<file path="src/rtl/b64dec_pkg.sv">
`timescale 1ns / 1ps
// ----------------------------------------------------------------------------
// b64dec_pkg
// Shared types, constants and the alphabet lookup for the base64 decoder.
// ----------------------------------------------------------------------------
package b64dec_pkg;

  localparam int unsigned CharW   = 8;
  localparam int unsigned SextetW = 6;
  localparam int unsigned AccW    = 3 * SextetW;
  localparam int unsigned GroupW  = 4 * SextetW;
  localparam int unsigned CountW  = 2;

  localparam logic [CharW-1:0] CharUpperA = 8'h41;
  localparam logic [CharW-1:0] CharUpperZ = 8'h5A;
  localparam logic [CharW-1:0] CharLowerA = 8'h61;
  localparam logic [CharW-1:0] CharLowerZ = 8'h7A;
  localparam logic [CharW-1:0] CharDigit0 = 8'h30;
  localparam logic [CharW-1:0] CharDigit9 = 8'h39;
  localparam logic [CharW-1:0] CharPlus   = 8'h2B;
  localparam logic [CharW-1:0] CharSlash  = 8'h2F;
  localparam logic [CharW-1:0] CharPad    = 8'h3D;

  // Position of a character inside its group of four
  localparam logic [1:0] PosFirst  = 2'd0;
  localparam logic [1:0] PosThird  = 2'd2;
  localparam logic [1:0] PosFourth = 2'd3;

  // Byte counts of a decoded group
  localparam logic [CountW-1:0] CntNone  = 2'd0;
  localparam logic [CountW-1:0] CntOne   = 2'd1;
  localparam logic [CountW-1:0] CntTwo   = 2'd2;
  localparam logic [CountW-1:0] CntThree = 2'd3;

  typedef struct packed {
    logic               ok;
    logic [SextetW-1:0] val;
  } sextet_t;

  // One decoded group, most significant byte in the top bits
  typedef struct packed {
    logic [GroupW-1:0] bits;
    logic [CountW-1:0] cnt;
    logic              bad;
  } group_t;

  function automatic sextet_t sextet_of(logic [CharW-1:0] c);
    sextet_t r;
    r.ok  = 1'b1;
    r.val = '0;
    if (c >= CharUpperA && c <= CharUpperZ) begin
      r.val = SextetW'(c - CharUpperA);
    end else if (c >= CharLowerA && c <= CharLowerZ) begin
      r.val = SextetW'(c - CharLowerA + 8'd26);
    end else if (c >= CharDigit0 && c <= CharDigit9) begin
      r.val = SextetW'(c - CharDigit0 + 8'd52);
    end else if (c == CharPlus) begin
      r.val = 6'd62;
    end else if (c == CharSlash) begin
      r.val = 6'd63;
    end else begin
      r.ok = 1'b0;
    end
    return r;
  endfunction

endpackage

</file>
<file path="src/rtl/b64dec_byte_buf.sv">
`timescale 1ns / 1ps
// ----------------------------------------------------------------------------
// b64dec_byte_buf
// Holds one decoded group and hands its bytes out one per transaction.
// ----------------------------------------------------------------------------
module b64dec_byte_buf
  import b64dec_pkg::*;
(
  input  logic             clk_i,
  input  logic             rst_ni,
  input  logic             load_i,
  input  group_t           group_i,
  input  logic             pop_i,
  output logic             valid_o,
  output logic [CharW-1:0] byte_o,
  output logic             last_o,
  output logic             bad_o
);

  logic [GroupW-1:0] bits_q, bits_d;
  logic [CountW-1:0] cnt_q, cnt_d;
  logic              bad_q, bad_d;

  always_comb begin
    bits_d = bits_q;
    cnt_d  = cnt_q;
    bad_d  = bad_q;
    priority if (load_i) begin
      bits_d = group_i.bits;
      cnt_d  = group_i.cnt;
      bad_d  = group_i.bad;
    end else if (pop_i) begin
      // advance to the next byte of the group
      bits_d = {bits_q[GroupW-CharW-1:0], CharW'(0)};
      cnt_d  = cnt_q - CntOne;
    end else begin
      cnt_d = cnt_q;
    end
  end

  always_ff @(posedge clk_i or negedge rst_ni) begin
    if (!rst_ni) begin
      cnt_q <= CntNone;
    end else begin
      cnt_q <= cnt_d;
    end
  end

  always_ff @(posedge clk_i) begin
    bits_q <= bits_d;
    bad_q  <= bad_d;
  end

  assign valid_o = (cnt_q != CntNone);
  assign byte_o  = bits_q[GroupW-1 -: CharW];
  assign last_o  = (cnt_q == CntOne);
  assign bad_o   = bad_q;

endmodule

</file>
<file path="src/rtl/base64_decoder_unit.sv">
`timescale 1ns / 1ps
// ----------------------------------------------------------------------------
// base64_decoder_unit
// Streaming base64 decoder: one text character in, decoded bytes out.
// ----------------------------------------------------------------------------
// The block takes one character per cycle on the slave side and collects
// groups of four. The first three characters only update the group state; the
// fourth decodes the group in the same cycle into a byte buffer, which hands
// out three bytes (two if the fourth character is '=', one if the third is
// '='), most significant first, one per output transaction, tlast on the final
// one. A character outside the alphabet counts as zero and sets tuser on every
// byte of its group. A partial group left at the end of the stream yields
// nothing. Throughput is one character per cycle: the single group buffer
// drains before the next group completes, so an unstalled output side never
// holds the input back; when the output stalls, the fourth character of the
// next group waits until that buffer is down to its last byte being taken.
// ----------------------------------------------------------------------------
module base64_decoder_unit
  import b64dec_pkg::*;
(
  input  logic             clk_i,
  input  logic             rst_ni,
  // slave side
  input  logic             s_axis_tvalid,
  output logic             s_axis_tready,
  input  logic [CharW-1:0] s_axis_tdata,   // [7:0] text_char
  // master side
  output logic             m_axis_tvalid,
  input  logic             m_axis_tready,
  output logic [CharW-1:0] m_axis_tdata,   // [7:0] data_byte
  output logic             m_axis_tlast,   // group_end
  output logic             m_axis_tuser    // [0] bad_char
);

  // Group state
  logic [AccW-1:0] acc_q, acc_d;
  logic [1:0]      pos_q, pos_d;
  logic            pad3_q, pad3_d;
  logic            err_q, err_d;

  logic               s_hs, m_hs, load;
  sextet_t            sx;
  logic               is_pad, char_bad;
  logic [SextetW-1:0] v;
  group_t             group;

  assign s_hs = s_axis_tvalid && s_axis_tready;
  assign m_hs = m_axis_tvalid && m_axis_tready;

  // Accept freely inside a group; the fourth character needs the buffer free
  // or about to be freed by its last byte leaving.
  assign s_axis_tready = (pos_q != PosFourth) || !m_axis_tvalid ||
                         (m_axis_tlast && m_axis_tready);

  assign load = s_hs && (pos_q == PosFourth);

  always_comb begin
    sx       = sextet_of(s_axis_tdata);
    is_pad   = (s_axis_tdata == CharPad);
    // '=' is legal only in third or fourth place
    char_bad = !sx.ok && !(is_pad && pos_q[1]);
    v        = sx.ok ? sx.val : '0;

    group.bits = {acc_q, (pad3_q ? SextetW'(0) : v)};
    group.bad  = err_q || char_bad;
    priority if (pad3_q) begin
      group.cnt = CntOne;
    end else if (is_pad) begin
      group.cnt = CntTwo;
    end else begin
      group.cnt = CntThree;
    end

    acc_d  = acc_q;
    pos_d  = pos_q;
    pad3_d = pad3_q;
    err_d  = err_q;
    if (s_hs) begin
      if (pos_q == PosFourth) begin
        // group done: clear for the next one
        acc_d  = '0;
        pos_d  = PosFirst;
        pad3_d = 1'b0;
        err_d  = 1'b0;
      end else begin
        acc_d  = {acc_q[AccW-SextetW-1:0], v};
        pos_d  = pos_q + 2'd1;
        pad3_d = pad3_q || (is_pad && (pos_q == PosThird));
        err_d  = err_q || char_bad;
      end
    end
  end

  always_ff @(posedge clk_i or negedge rst_ni) begin
    if (!rst_ni) begin
      acc_q  <= '0;
      pos_q  <= PosFirst;
      pad3_q <= 1'b0;
      err_q  <= 1'b0;
    end else begin
      acc_q  <= acc_d;
      pos_q  <= pos_d;
      pad3_q <= pad3_d;
      err_q  <= err_d;
    end
  end

  b64dec_byte_buf u_byte_buf (
    .clk_i   (clk_i),
    .rst_ni  (rst_ni),
    .load_i  (load),
    .group_i (group),
    .pop_i   (m_hs),
    .valid_o (m_axis_tvalid),
    .byte_o  (m_axis_tdata),
    .last_o  (m_axis_tlast),
    .bad_o   (m_axis_tuser)
  );

  // A group is only loaded when no undelivered byte would be overwritten
  a_load_safe : assert property (@(posedge clk_i) disable iff (!rst_ni)
    load |-> (!m_axis_tvalid || (m_axis_tlast && m_axis_tready)))
    else $error("group loaded over undelivered bytes");

  // A completed group always shows up on the output next cycle
  a_load_visible : assert property (@(posedge clk_i) disable iff (!rst_ni)
    load |=> m_axis_tvalid)
    else $error("decoded group missing on output");

  // Taking the last byte with no new group empties the buffer
  a_drain : assert property (@(posedge clk_i) disable iff (!rst_ni)
    (m_hs && m_axis_tlast && !load) |=> !m_axis_tvalid)
    else $error("output still valid after last byte of group");

  // Each accepted character advances the group position by one
  a_pos_step : assert property (@(posedge clk_i) disable iff (!rst_ni)
    s_hs |=> (pos_q == $past(pos_q) + 2'd1))
    else $error("character position did not advance");

endmodule

</file>
<file path="config.mk">
export PLATFORM = sky130hd
export DESIGN_NAME = base64_decoder_unit
export DESIGN_NICKNAME = d
export VERILOG_FILES = /design/src/rtl/b64dec_pkg.sv /design/src/rtl/b64dec_byte_buf.sv /design/src/rtl/base64_decoder_unit.sv
export SDC_FILE = /design/constraint.sdc
export NUM_CORES = 1
export LEC_CHECK = 0
export BUFFER_PORTS_ARGS = -buffer_cell sky130_fd_sc_hd__buf_2
export CORE_ASPECT_RATIO = 1.1
export CORE_MARGIN = 3
export CORE_UTILIZATION = 40
export CTS_BUF_LIST = sky130_fd_sc_hd__clkbuf_4
export DETAILED_ROUTE_END_ITERATION = 8
export GPL_TIMING_DRIVEN = 0
export PLACE_DENSITY_LB_ADDON = 0.1
export SLEW_MARGIN = 20
export SYNTH_ARGS = -nofsm -noshare
export SYNTH_HDL_FRONTEND = slang
export SYNTH_SLANG_ARGS = --single-unit
</file>
<file path="constraint.sdc">
create_clock -name clk_i -period 4.7 [get_ports clk_i]
set_input_delay 0.235 -clock clk_i [delete_from_list [all_inputs] [get_ports clk_i]]
set_output_delay 0.235 -clock clk_i [all_outputs]
set_load 0.02 [all_outputs]
</file>
==> results.py, run 1 <==
metrics = {
    "outcome": {
        "status": "finished, final reports clean",
    },
    "clock_network": {
        "cts_root_buf": "clkbuf_4",
        "ctsResizeCount": 0,
        "cts_tree": "yes",
        "hold_buffers": 1,
        "clkLatencyLatePin_ps": 360,
        "cts_max_path_buffers": 2,
        "htree_levels": 2,
        "cts_setup_buffers": 0,
        "clk_pin_slew_worst_paths_ps": 150,
        "numClockSinks": 49,
        "cts_buffers": 5,
    },
    "drt": {
        "drc": 0,
        "vias": 1987,
        "drt-pass1-iter-count": 4,
        "viasPerCell": 5.07,
        "ant_nets": 0,
        "wire_per_inst_um": 14.3,
        "wirelength_um": 5630,
        "dr.first_iter.drc_count": 68,
    },
    "sta": {
        "slew_headroom": 0.450,
        "layout_setup_ws_ps": 1880,
        "fin_tns_setup_ps": 0,
        "fin_crit_sh": 0.601,
        "rsz0062_at_grt": "false",
        "hold_viol": 0,
        "setup_viol": 0,
        "skew_ps": 15.5,
        "slew_violations": 0,
        "clock.fmax_mhz": 354,
        "worst_slew_pin_slew_ps": 818,
        "min_period_ps": 2820,
    },
    "setup_path": {
        "path_class": "reg2reg",
        "crit_top_cell": "inv_1",
        "path_max_fanout": 25,
        "arrival_ps": 2830,
        "cp.required_ps": 4700,
        "crit_path_max_incr_delay_ps": 600,
        "startpoint_type": "flip-flop",
        "worstSetupEndpointType": "flip-flop",
        "cp_slowest_cell": "a31oi_1",
        "worstPathCellList": "inv_1, ha_1, inv_1, a31oi_1, nand2_1, clkbuf_1, nand2_2",
    },
    "global_route": {
        "grt_pass1_vias": 1974,
        "grt.overflow.total": 0,
        "grt_pass1_wl_um": 9530,
        "grt_antenna_before_repair": 0,
        "grt_max_degree": 26,
        "grtUsageTotal": 0.156,
    },
    "cells_and_area": {
        "final_common_cell": "nand2_1",
        "fill_cells": 632,
        "fin_area_mm2": 0.00295,
        "drive_above_1_share": 0.163,
        "area_growth_pct": 11.4,
        "antenna_cells": 0,
        "final_cell_mix": "88 x nand2_1, 25 x edfxtp_1, 24 x buf_2, 24 x dfrtp_1, 17 x nand3_1",
        "nNetsFinal": 336,
    },
    "place": {
        "io_buffers": 22,
        "dp_slack_ps": 1420,
        "hpwl_um": 4150,
        "place_congestion": 0.855,
        "place_area_mm2": 0.00286,
    },
    "yosys": {
        "synth_edf_count": 25,
        "synth_cell_types": 49,
        "yosysSeqAreaShare": 0.510,
        "syn_avg_cell_area_um2": 9.42,
        "synth_cells": 281,
        "yosysWarnings": 0,
        "synthArstFlopShare": 0.490,
        "synth_area_mm2": 0.00265,
        "syn_nets": 306,
        "synthFlopType": "edfxtp_1",
        "ys_ff_latch": 49,
    },
    "die": {
        "die_h_um": 91.3,
        "fp-row-count": 30,
        "dieArea_mm2": 0.00763,
        "ios": 24,
        "fp.dieW_um": 83.6,
        "initial_core_util": 0.420,
        "core_area_mm2": 0.00631,
    },
    "power_and_ir_drop": {
        "powerDensity_mw_per_mm2": 488,
        "vdd_ir_drop_max_uv": 175,
        "leakage_nw": 1.37,
    },
    "worst_hold_path": {
        "hp-class": "in2reg",
    },
    "job": {
        "max-cap-violations": 0,
    },
}
state kept, by name, indices dropped and copies added (netlist names):
name,cells
acc_q,18
u_byte_buf.bad_o,1
err_q,1
u_byte_buf.cnt_q,2
pad3_q,1
u_byte_buf.bits_q,24
pos_q,2
synth_stat cells (all sizes together) (2+ instances only):
cell type | number | area, um^2
inv | 12 | 45.0
a311oi | 2 | 17.5
o21ai | 8 | 40.0
a221oi | 2 | 23.8
ha | 13 | 163
o211ai | 2 | 25.0
nand3 | 17 | 85.1
nor4 | 2 | 18.8
clkbuf | 9 | 33.8
nor2 | 13 | 48.8
mux2i | 2 | 20.0
a22o | 2 | 17.5
edfxtp | 25 | 751
a31oi | 2 | 12.5
o221ai | 2 | 23.8
or2 | 3 | 18.8
dfrtp | 24 | 601
nand2b | 3 | 18.8
nor2b | 2 | 12.5
buf | 11 | 81.3
a21oi | 11 | 58.8
nor3 | 2 | 10.0
nand2 | 89 | 334
and3 | 5 | 31.3
a221o | 2 | 20.0
report_power, final:
group	switching (mW)	total [mW]	internal, mW
clock	0.134	0.244	0.110
combinational	0.307	0.484	0.177
sequential	0.0717	0.710	0.638
through the flow:
stage                     utilization  total power [mW]  instances  hold slack [ps]
after CTS                       0.467              1.46        392              161
after detailed placement        0.453              1.22        383              270
after global placement          0.453              1.21        383              270
after floorplan                     -              1.06        281            -60.6
final                           0.468              1.44        392              170
after global routing            0.468              1.55        392              168
final cells by class:
cell class | count | area [um^2] | area share
clock inverters | 3 | 41.3 | 0.0140
repair buffers | 23 | 120 | 0.0407
well taps | 80 | 100 | 0.0339
plain buffers | 20 | 115 | 0.0390
inverters | 13 | 48.8 | 0.0165
clock buffers | 5 | 37.5 | 0.0127
multi-input cells | 199 | 1130 | 0.385
flip-flops and latches | 49 | 1350 | 0.458
per-layer routing:
| metal | global-route usage | vias to the layer above | part of all wire |
|---|---|---|---|
| met3 | 0.0245 | 6 | 0.028 |
| met5 | 0 | - | 0 |
| met1 | 0.195 | 928 | 0.44 |
| met2 | 0.278 | 36 | 0.52 |
| li1 | - | 1017 | - |
| met4 | 0.0402 | 0 | 0.012 |
logic make-up (layout without fill, tap and decap cells):
logic type | Yosys count | count (layout) | synth area share
flip-flops | 49 | 49 | 0.510
buffers and inverters | 33 | 64 | 0.0619
AND/OR/NAND/NOR | 140 | 140 | 0.229
XOR/XNOR | 2 | 2 | 0.00662
adder cells (fa/ha/maj) | 13 | 13 | 0.0614
multiplexers | 2 | 2 | 0.00756
AO/OA/AOI/OAI | 42 | 42 | 0.123
worst max-delay path: cells and delay by family, from the launching register on:
family,cells,cell delay [ps]
buf+inv,3,470
simple gates,2,820
flops,1,420
fa+ha+maj,1,140
compound gates,1,600
path summary, 6_finish.rpt:
path / start / to / slack [ps] / cells after the start
worst max-delay path: u_byte_buf.cnt_q[0] / u_byte_buf.bits_q[5] / 1880 / 7
worst min-delay path: s_axis_tvalid / acc_q[17] / 170 / 3
worst max register to register: u_byte_buf.cnt_q[0] / u_byte_buf.bits_q[5] / 1880 / 7
worst min register to register: acc_q[17] / acc_q[17] / 490 / 2
max in group asynchronous: rst_ni / acc_q[4] / 3920 / 2
min in group asynchronous: rst_ni / acc_q[16] / 380 / 2
No activity file was read; power rests on OpenSTA's default activity.
==> run 2: changes to the inputs <==
- ABC_AREA: default -> 1
- clock period: 4.7 -> 2.6 ns (I/O delays scaled with it)
==> run 2 against run 1 <==
Via count rose by 4.1%. Hold slack got worse by 9.6 ps. Design area rose by 4.4%. Power rose by 84%. Combinational power rose by 110%. Sequential share of layout area fell by 1.9 points. Clock skew fell by 3.0 ps. Worst setup slack got worse by 1400 ps. Maximum frequency rose by 31%. Sequential power rose by 82%. Critical path type unchanged.
==> results.py, run 2 <==
metrics = {
    "worst_hold_path": {
        "hp-class": "in2reg",
        "min_from": "s_axis_tdata[0]",
        "hold_end": "acc_q[0]",
        "whs_path_depth": 4,
    },
    "setup_path": {
        "reg2reg_slack_ps": 440,
        "arrival_ps": 2420,
        "startpoint_type": "flip-flop",
        "crit_path_max_incr_delay_ps": 520,
        "crit_top_cell": "nand2_2",
        "worstRegToRegCells": 8,
        "crit_buf_inv": 1,
        "r2r_start": "pos_q[1]",
        "path_max_fanout": 28,
        "r2r-end": "u_byte_buf.cnt_q[0]",
        "worstSetupEndpointType": "flip-flop",
        "cp_slowest_cell": "nand2_2",
        "cp.required_ps": 2860,
        "path_class": "reg2reg",
        "critPathTopFamily": "simple AND/OR/NAND/NOR gates",
        "worstPathCellList": "ha_1, nand3_1, nand2_2, nor2_4, inv_2, nand2_2, o221ai_1, o21ai_0",
    },
    "cells_and_area": {
        "largest_reg_flops": 24,
        "drive_above_1_share": 0.223,
        "fill_cells": 679,
        "top_register": "u_byte_buf.bits_q",
        "area_growth_pct": 9.63,
        "final_cell_mix": "74 x nand2_1, 37 x inv_1, 27 x nand3_1, 26 x buf_2, 25 x edfxtp_1",
        "final_common_cell": "nand2_1",
        "antenna_cells": 0,
        "biggestRegsByFlops": "u_byte_buf.bits_q: 24 flops, acc_q: 18 flops",
        "nNetsFinal": 370,
    },
    "clock_network": {
        "ctsResizeCount": 0,
        "cts_setup_buffers": 0,
        "cts_root_buf": "clkbuf_4",
        "cts_tree": "yes",
        "numClockSinks": 49,
        "htree_levels": 2,
        "clk_pin_slew_worst_paths_ps": 120,
        "clkLatencyLatePin_ps": 360,
        "cts_buffers": 5,
        "cts_max_path_buffers": 2,
    },
    "yosys": {
        "synth_top_cells_by_area": "edfxtp_1 27%, dfrtp_1 21%, nand2_1 10%",
        "ys_ff_latch": 49,
        "synth_cell_types": 31,
        "syn_avg_cell_area_um2": 8.89,
        "synth_edf_count": 25,
        "synth_top_area_share": 0.267,
        "synthTopCellsByCount": "75 x nand2_1, 37 x inv_1, 27 x nand3_1, 25 x edfxtp_1, 24 x dfrtp_1",
        "syn_nets": 341,
        "yosysWarnings": 0,
        "synth.most_common_cell": "nand2_1",
        "synthFlopType": "edfxtp_1",
        "synth_cells": 316,
        "synth.largest_area_cell": "edfxtp_1",
        "synth_area_mm2": 0.00281,
        "synthArstFlopShare": 0.490,
        "yosysSeqAreaShare": 0.481,
    },
    "drt": {
        "drt-pass1-iter-count": 4,
        "vias": 2069,
        "route.met2.wl_um": 2680,
        "dr.first_iter.drc_count": 41,
        "wl_met1_um": 2430,
        "viasPerCell": 4.85,
        "top_layer_used": "met4",
        "wire_per_inst_um": 12.6,
        "wirelength_um": 5360,
        "ant_nets": 0,
        "dr_wl_met3_um": 147,
        "drc": 0,
    },
    "sta": {
        "layout_setup_ws_ps": 443,
        "fin_tns_setup_ps": 0,
        "rsz0062_at_grt": "false",
        "worst_slew_pin_slew_ps": 665,
        "slew_headroom": 0.555,
        "slew_violations": 0,
        "fin_crit_sh": 0.830,
        "skew_ps": 12.5,
        "min_period_ps": 2160,
        "setup_viol": 0,
        "hold_viol": 0,
        "clock.fmax_mhz": 464,
    },
    "die": {
        "initial_core_util": 0.418,
        "dieArea_mm2": 0.00806,
        "ios": 24,
        "core_area_mm2": 0.00671,
        "fp.dieW_um": 85.9,
        "fp-row-count": 31,
        "die_h_um": 93.9,
    },
    "global_route": {
        "grt_pass1_wl_um": 9360,
        "grtUsageTotal": 0.145,
        "grt_antenna_before_repair": 0,
        "grt_pass1_vias": 2071,
        "grt_max_degree": 29,
        "grt.overflow.total": 0,
    },
    "job": {
        "max-cap-violations": 0,
    },
    "place": {
        "dp_slack_ps": 435,
        "io_buffers": 21,
        "place_congestion": 0.876,
        "hpwl_um": 3990,
    },
    "outcome": {
        "status": "finished, final reports clean",
    },
    "power_and_ir_drop": {
        "powerDensity_mw_per_mm2": 858,
        "vdd_ir_drop_max_uv": 346,
        "leakage_nw": 1.42,
        "power_mw": 2.64,
    },
}
[run 2: cell count changes after synthesis, sizes merged, moves of 4 or more]
cell / delta
inv: +32
o21ai: +16
o22ai: +12
nand3: +11
nor2: +10
clkbuf: -9
a21oi: -6
buf: +6
and3: -5
nand2: -4
xor2: +4
[run 2: logic make-up (layout without fill, tap and decap cells)]
group,Yosys count,count (layout),synth area share
xor gates and xnor gates,7,7,0.0218
adders and majority gates,13,13,0.0579
AOI/OAI and AO/OA,43,43,0.0949
and+or+nand+nor,142,142,0.241
DFF,49,49,0.481
buffers and inverters,62,91,0.103
[run 2: per-stage QoR]
step / cells / area [um^2] / util / hold WS (ps)
2_1_floorplan: 316 / 2810 / - / -166
3_3_place_gp: 419 / 3020 / 0.449 / 158
3_5_place_dp: 419 / 3020 / 0.450 / 164
4_1_cts: 427 / 3080 / 0.459 / 146
5_1_grt: 427 / 3080 / 0.459 / 155
6_report: 427 / 3080 / 0.459 / 161
[run 2: metal layers]
layer  track usage  up-vias
met2         0.267       35
met1         0.168      948
met3        0.0237       10
met5             0        -
met4        0.0528        0
li1              -     1076
[run 2: final cells by class]
class / count / area (um^2) / area share
buffer: 17 / 119 / 0.0386
clock buffer: 6 / 45.0 / 0.0146
clock inverter: 1 / 5.00 / 0.00163
inverter: 45 / 170 / 0.0553
multi-input combinational: 205 / 1170 / 0.380
sequential: 49 / 1350 / 0.439
tap: 82 / 103 / 0.0333
timing repair buffer: 22 / 115 / 0.0374
[run 2: worst register-to-register path, delay by kind of cell, from the launching register on]
family                     cells  cell delay, ps
and+or+nand+nor                4             900
DFF                            1             440
AOI/OAI and AO/OA              2             360
adders and majority gates      1             250
buffers and inverters          1             120
[run 2: how the worst max path moves through the flow]
stage                          endpoint           startpoint  cells past startpoint
floorplan           u_byte_buf.cnt_q[0]  u_byte_buf.cnt_q[1]                     10
global placement    u_byte_buf.cnt_q[0]             pos_q[1]                      8
detailed placement  u_byte_buf.cnt_q[0]             pos_q[1]                      8
CTS                 u_byte_buf.cnt_q[0]             pos_q[1]                      8
global route        u_byte_buf.cnt_q[0]  u_byte_buf.cnt_q[0]                     10
finish              u_byte_buf.cnt_q[0]             pos_q[1]                      8
[run 2: where the power goes]
part,total [mW],switching (mW),internal (mW)
logic,1.02,0.656,0.367
registers,1.29,0.0947,1.19
clock network,0.331,0.221,0.111
[run 2: what timing repair did]
item | 4_1_cts | 5_1_grt
hold endpoints to repair | 24 | 0
setup endpoints to repair | 0 | 0
hold buffers | 1 | 0
==> run 3: changes to the inputs <==
- clock period: 2.6 -> 2.15 ns (I/O delays scaled with it)
==> run 3 against run 2 <==
Maximum frequency increased by 15%. Design area increased by 0.89%. Largest power group unchanged. Power increased by 25%. Non-clock buffer count unchanged. Sequential power increased by 20%. Hold slack got worse by 26 ps. Highest routed layer unchanged. Worst setup slack got worse by 170 ps. Critical endpoint unchanged. Largest cell class unchanged. Cell count unchanged. Critical path type unchanged.
==> results.py, run 3 (synthesis results as in run 2) <==
metrics = {
    "cells_and_area": {
        "top_register": "u_byte_buf.bits_q",
        "drive_above_1_share": 0.223,
        "antenna_cells": 0,
        "final_common_cell": "nand2_1",
        "biggestRegsByFlops": "u_byte_buf.bits_q: 24 flops, acc_q: 18 flops",
        "final_cell_mix": "74 x nand2_1, 37 x inv_1, 27 x nand3_1, 26 x buf_2, 25 x edfxtp_1",
        "finish.utilization": 0.463,
        "largest_reg_flops": 24,
        "area_growth_pct": 10.6,
        "nNetsFinal": 370,
    },
    "global_route": {
        "grt_max_degree": 29,
        "busiest_layer": "met2",
        "grt_pass1_vias": 2022,
        "grt_antenna_before_repair": 0,
        "grt.overflow.total": 0,
        "grt_pass1_wl_um": 9570,
        "met3_usage": 0.0246,
        "grtUsageTotal": 0.150,
        "use_met1": 0.173,
        "met2_usage": 0.277,
    },
    "sta": {
        "hold_viol": 0,
        "rsz0062_at_grt": "false",
        "min_period_ps": 1880,
        "layout_setup_ws_ps": 273,
        "slew_violations": 0,
        "slew_headroom": 0.626,
        "skew_ps": 9.43,
        "setup_viol": 0,
        "clock.fmax_mhz": 533,
        "worst_slew_pin_slew_ps": 561,
        "fin_crit_sh": 0.873,
    },
    "die": {
        "dieArea_mm2": 0.00806,
        "initial_core_util": 0.418,
        "core_area_mm2": 0.00671,
        "fp-row-count": 31,
        "die_h_um": 93.9,
        "fp.dieW_um": 85.9,
        "ios": 24,
    },
    "drt": {
        "dr.first_iter.drc_count": 61,
        "wirelength_um": 5420,
        "drc": 0,
        "vias": 2027,
        "drt-pass1-iter-count": 4,
        "ant_nets": 0,
        "viasPerCell": 4.75,
        "wire_per_inst_um": 12.7,
    },
    "place": {
        "hpwl_um": 4110,
        "place_congestion": 0.858,
        "io_buffers": 21,
        "dp_slack_ps": -5.81,
    },
    "setup_path": {
        "path_class": "reg2reg",
        "path_max_fanout": 28,
        "cp.required_ps": 2430,
        "startpoint_type": "flip-flop",
        "r2r_start": "pos_q[1]",
        "reg2reg_slack_ps": 270,
        "worstRegToRegCells": 8,
        "worstSetupStartpoint": "pos_q[1]",
        "arrival_ps": 2150,
        "r2r-end": "u_byte_buf.cnt_q[0]",
        "worstSetupEndpointType": "flip-flop",
        "endpoint": "u_byte_buf.cnt_q[0]",
    },
    "clock_network": {
        "numClockSinks": 49,
        "cts_tree": "yes",
        "cts_max_path_buffers": 2,
        "cts_buffers": 5,
        "clk_pin_slew_worst_paths_ps": 130,
        "cts_root_buf": "clkbuf_4",
        "cts_setup_buffers": 0,
        "htree_levels": 2,
        "clkLatencyLatePin_ps": 350,
    },
    "worst_hold_path": {
        "hp-class": "in2reg",
    },
    "power_and_ir_drop": {
        "vdd_ir_drop_max_uv": 407,
        "powerDensity_mw_per_mm2": 1060,
        "leakage_nw": 1.43,
        "power_mw": 3.30,
    },
    "job": {
        "max-cap-violations": 0,
    },
    "outcome": {
        "status": "finished, final reports clean",
    },
}
## run 3: how the worst min path moves through the flow
stage,from,endpoint,slack [ps],cells after the start
final,s_axis_tdata[0],acc_q[0],130,4
after global routing,s_axis_tvalid,u_byte_buf.bad_o,160,3
after CTS,s_axis_tdata[0],acc_q[0],130,4
after detailed placement,rst_ni,pos_q[0],140,1
after global placement,rst_ni,pos_q[0],150,1
after floorplan,rst_ni,acc_q[0],-190,0
## run 3: final cells by class
type,count,area (um^2)
Timing Repair Buffer,22,115
Tap cell,82,103
Clock inverter,2,35.0
Inverter,45,170
Buffer,17,119
Fill cell,676,3600
Clock buffer,5,37.5
Sequential cell,49,1350
Multi-Input combinational cell,205,1170
## run 3: stage by stage
step	setup TNS (ps)	instance area (um^2)	hold slack, ps	std cells
3_3_place_gp	0	3020	148	419
6_report	0	3110	135	427
4_1_cts	0	3110	125	427
2_1_floorplan	0	2810	-188	316
3_5_place_dp	-5.81	3020	139	419
5_1_grt	0	3110	159	427
## run 3: what timing repair did
action,in CTS,in global routing
endpoints found under the hold margin,24,0
gates resized for setup,1,0
hold buffers,1,0
endpoints found under the setup margin,1,0
## run 3: report_power, final
group	leakage, nW	switching, mW	total (mW)	internal [mW]
combinational	0.830	0.786	1.23	0.447
clock	0.0410	0.275	0.512	0.237
sequential	0.555	0.114	1.55	1.44
## run 3: worst max-delay path, cell delays in order (launching register included)
cell and delay (ps):
dfrtp_1 430, ha_1 260, nand3_1 130, nand2_2 80, nor2_4 180, inv_2 140
nand2_4 310, o221ai_1 180, o21ai_0 100
## run 3: per-layer routing
metal / vias up / wire, um
met2: 25 / 2820
met3: 8 / 122
met5: - / 0
li1: 1075 / -
met4: 0 / 116
met1: 919 / 2350
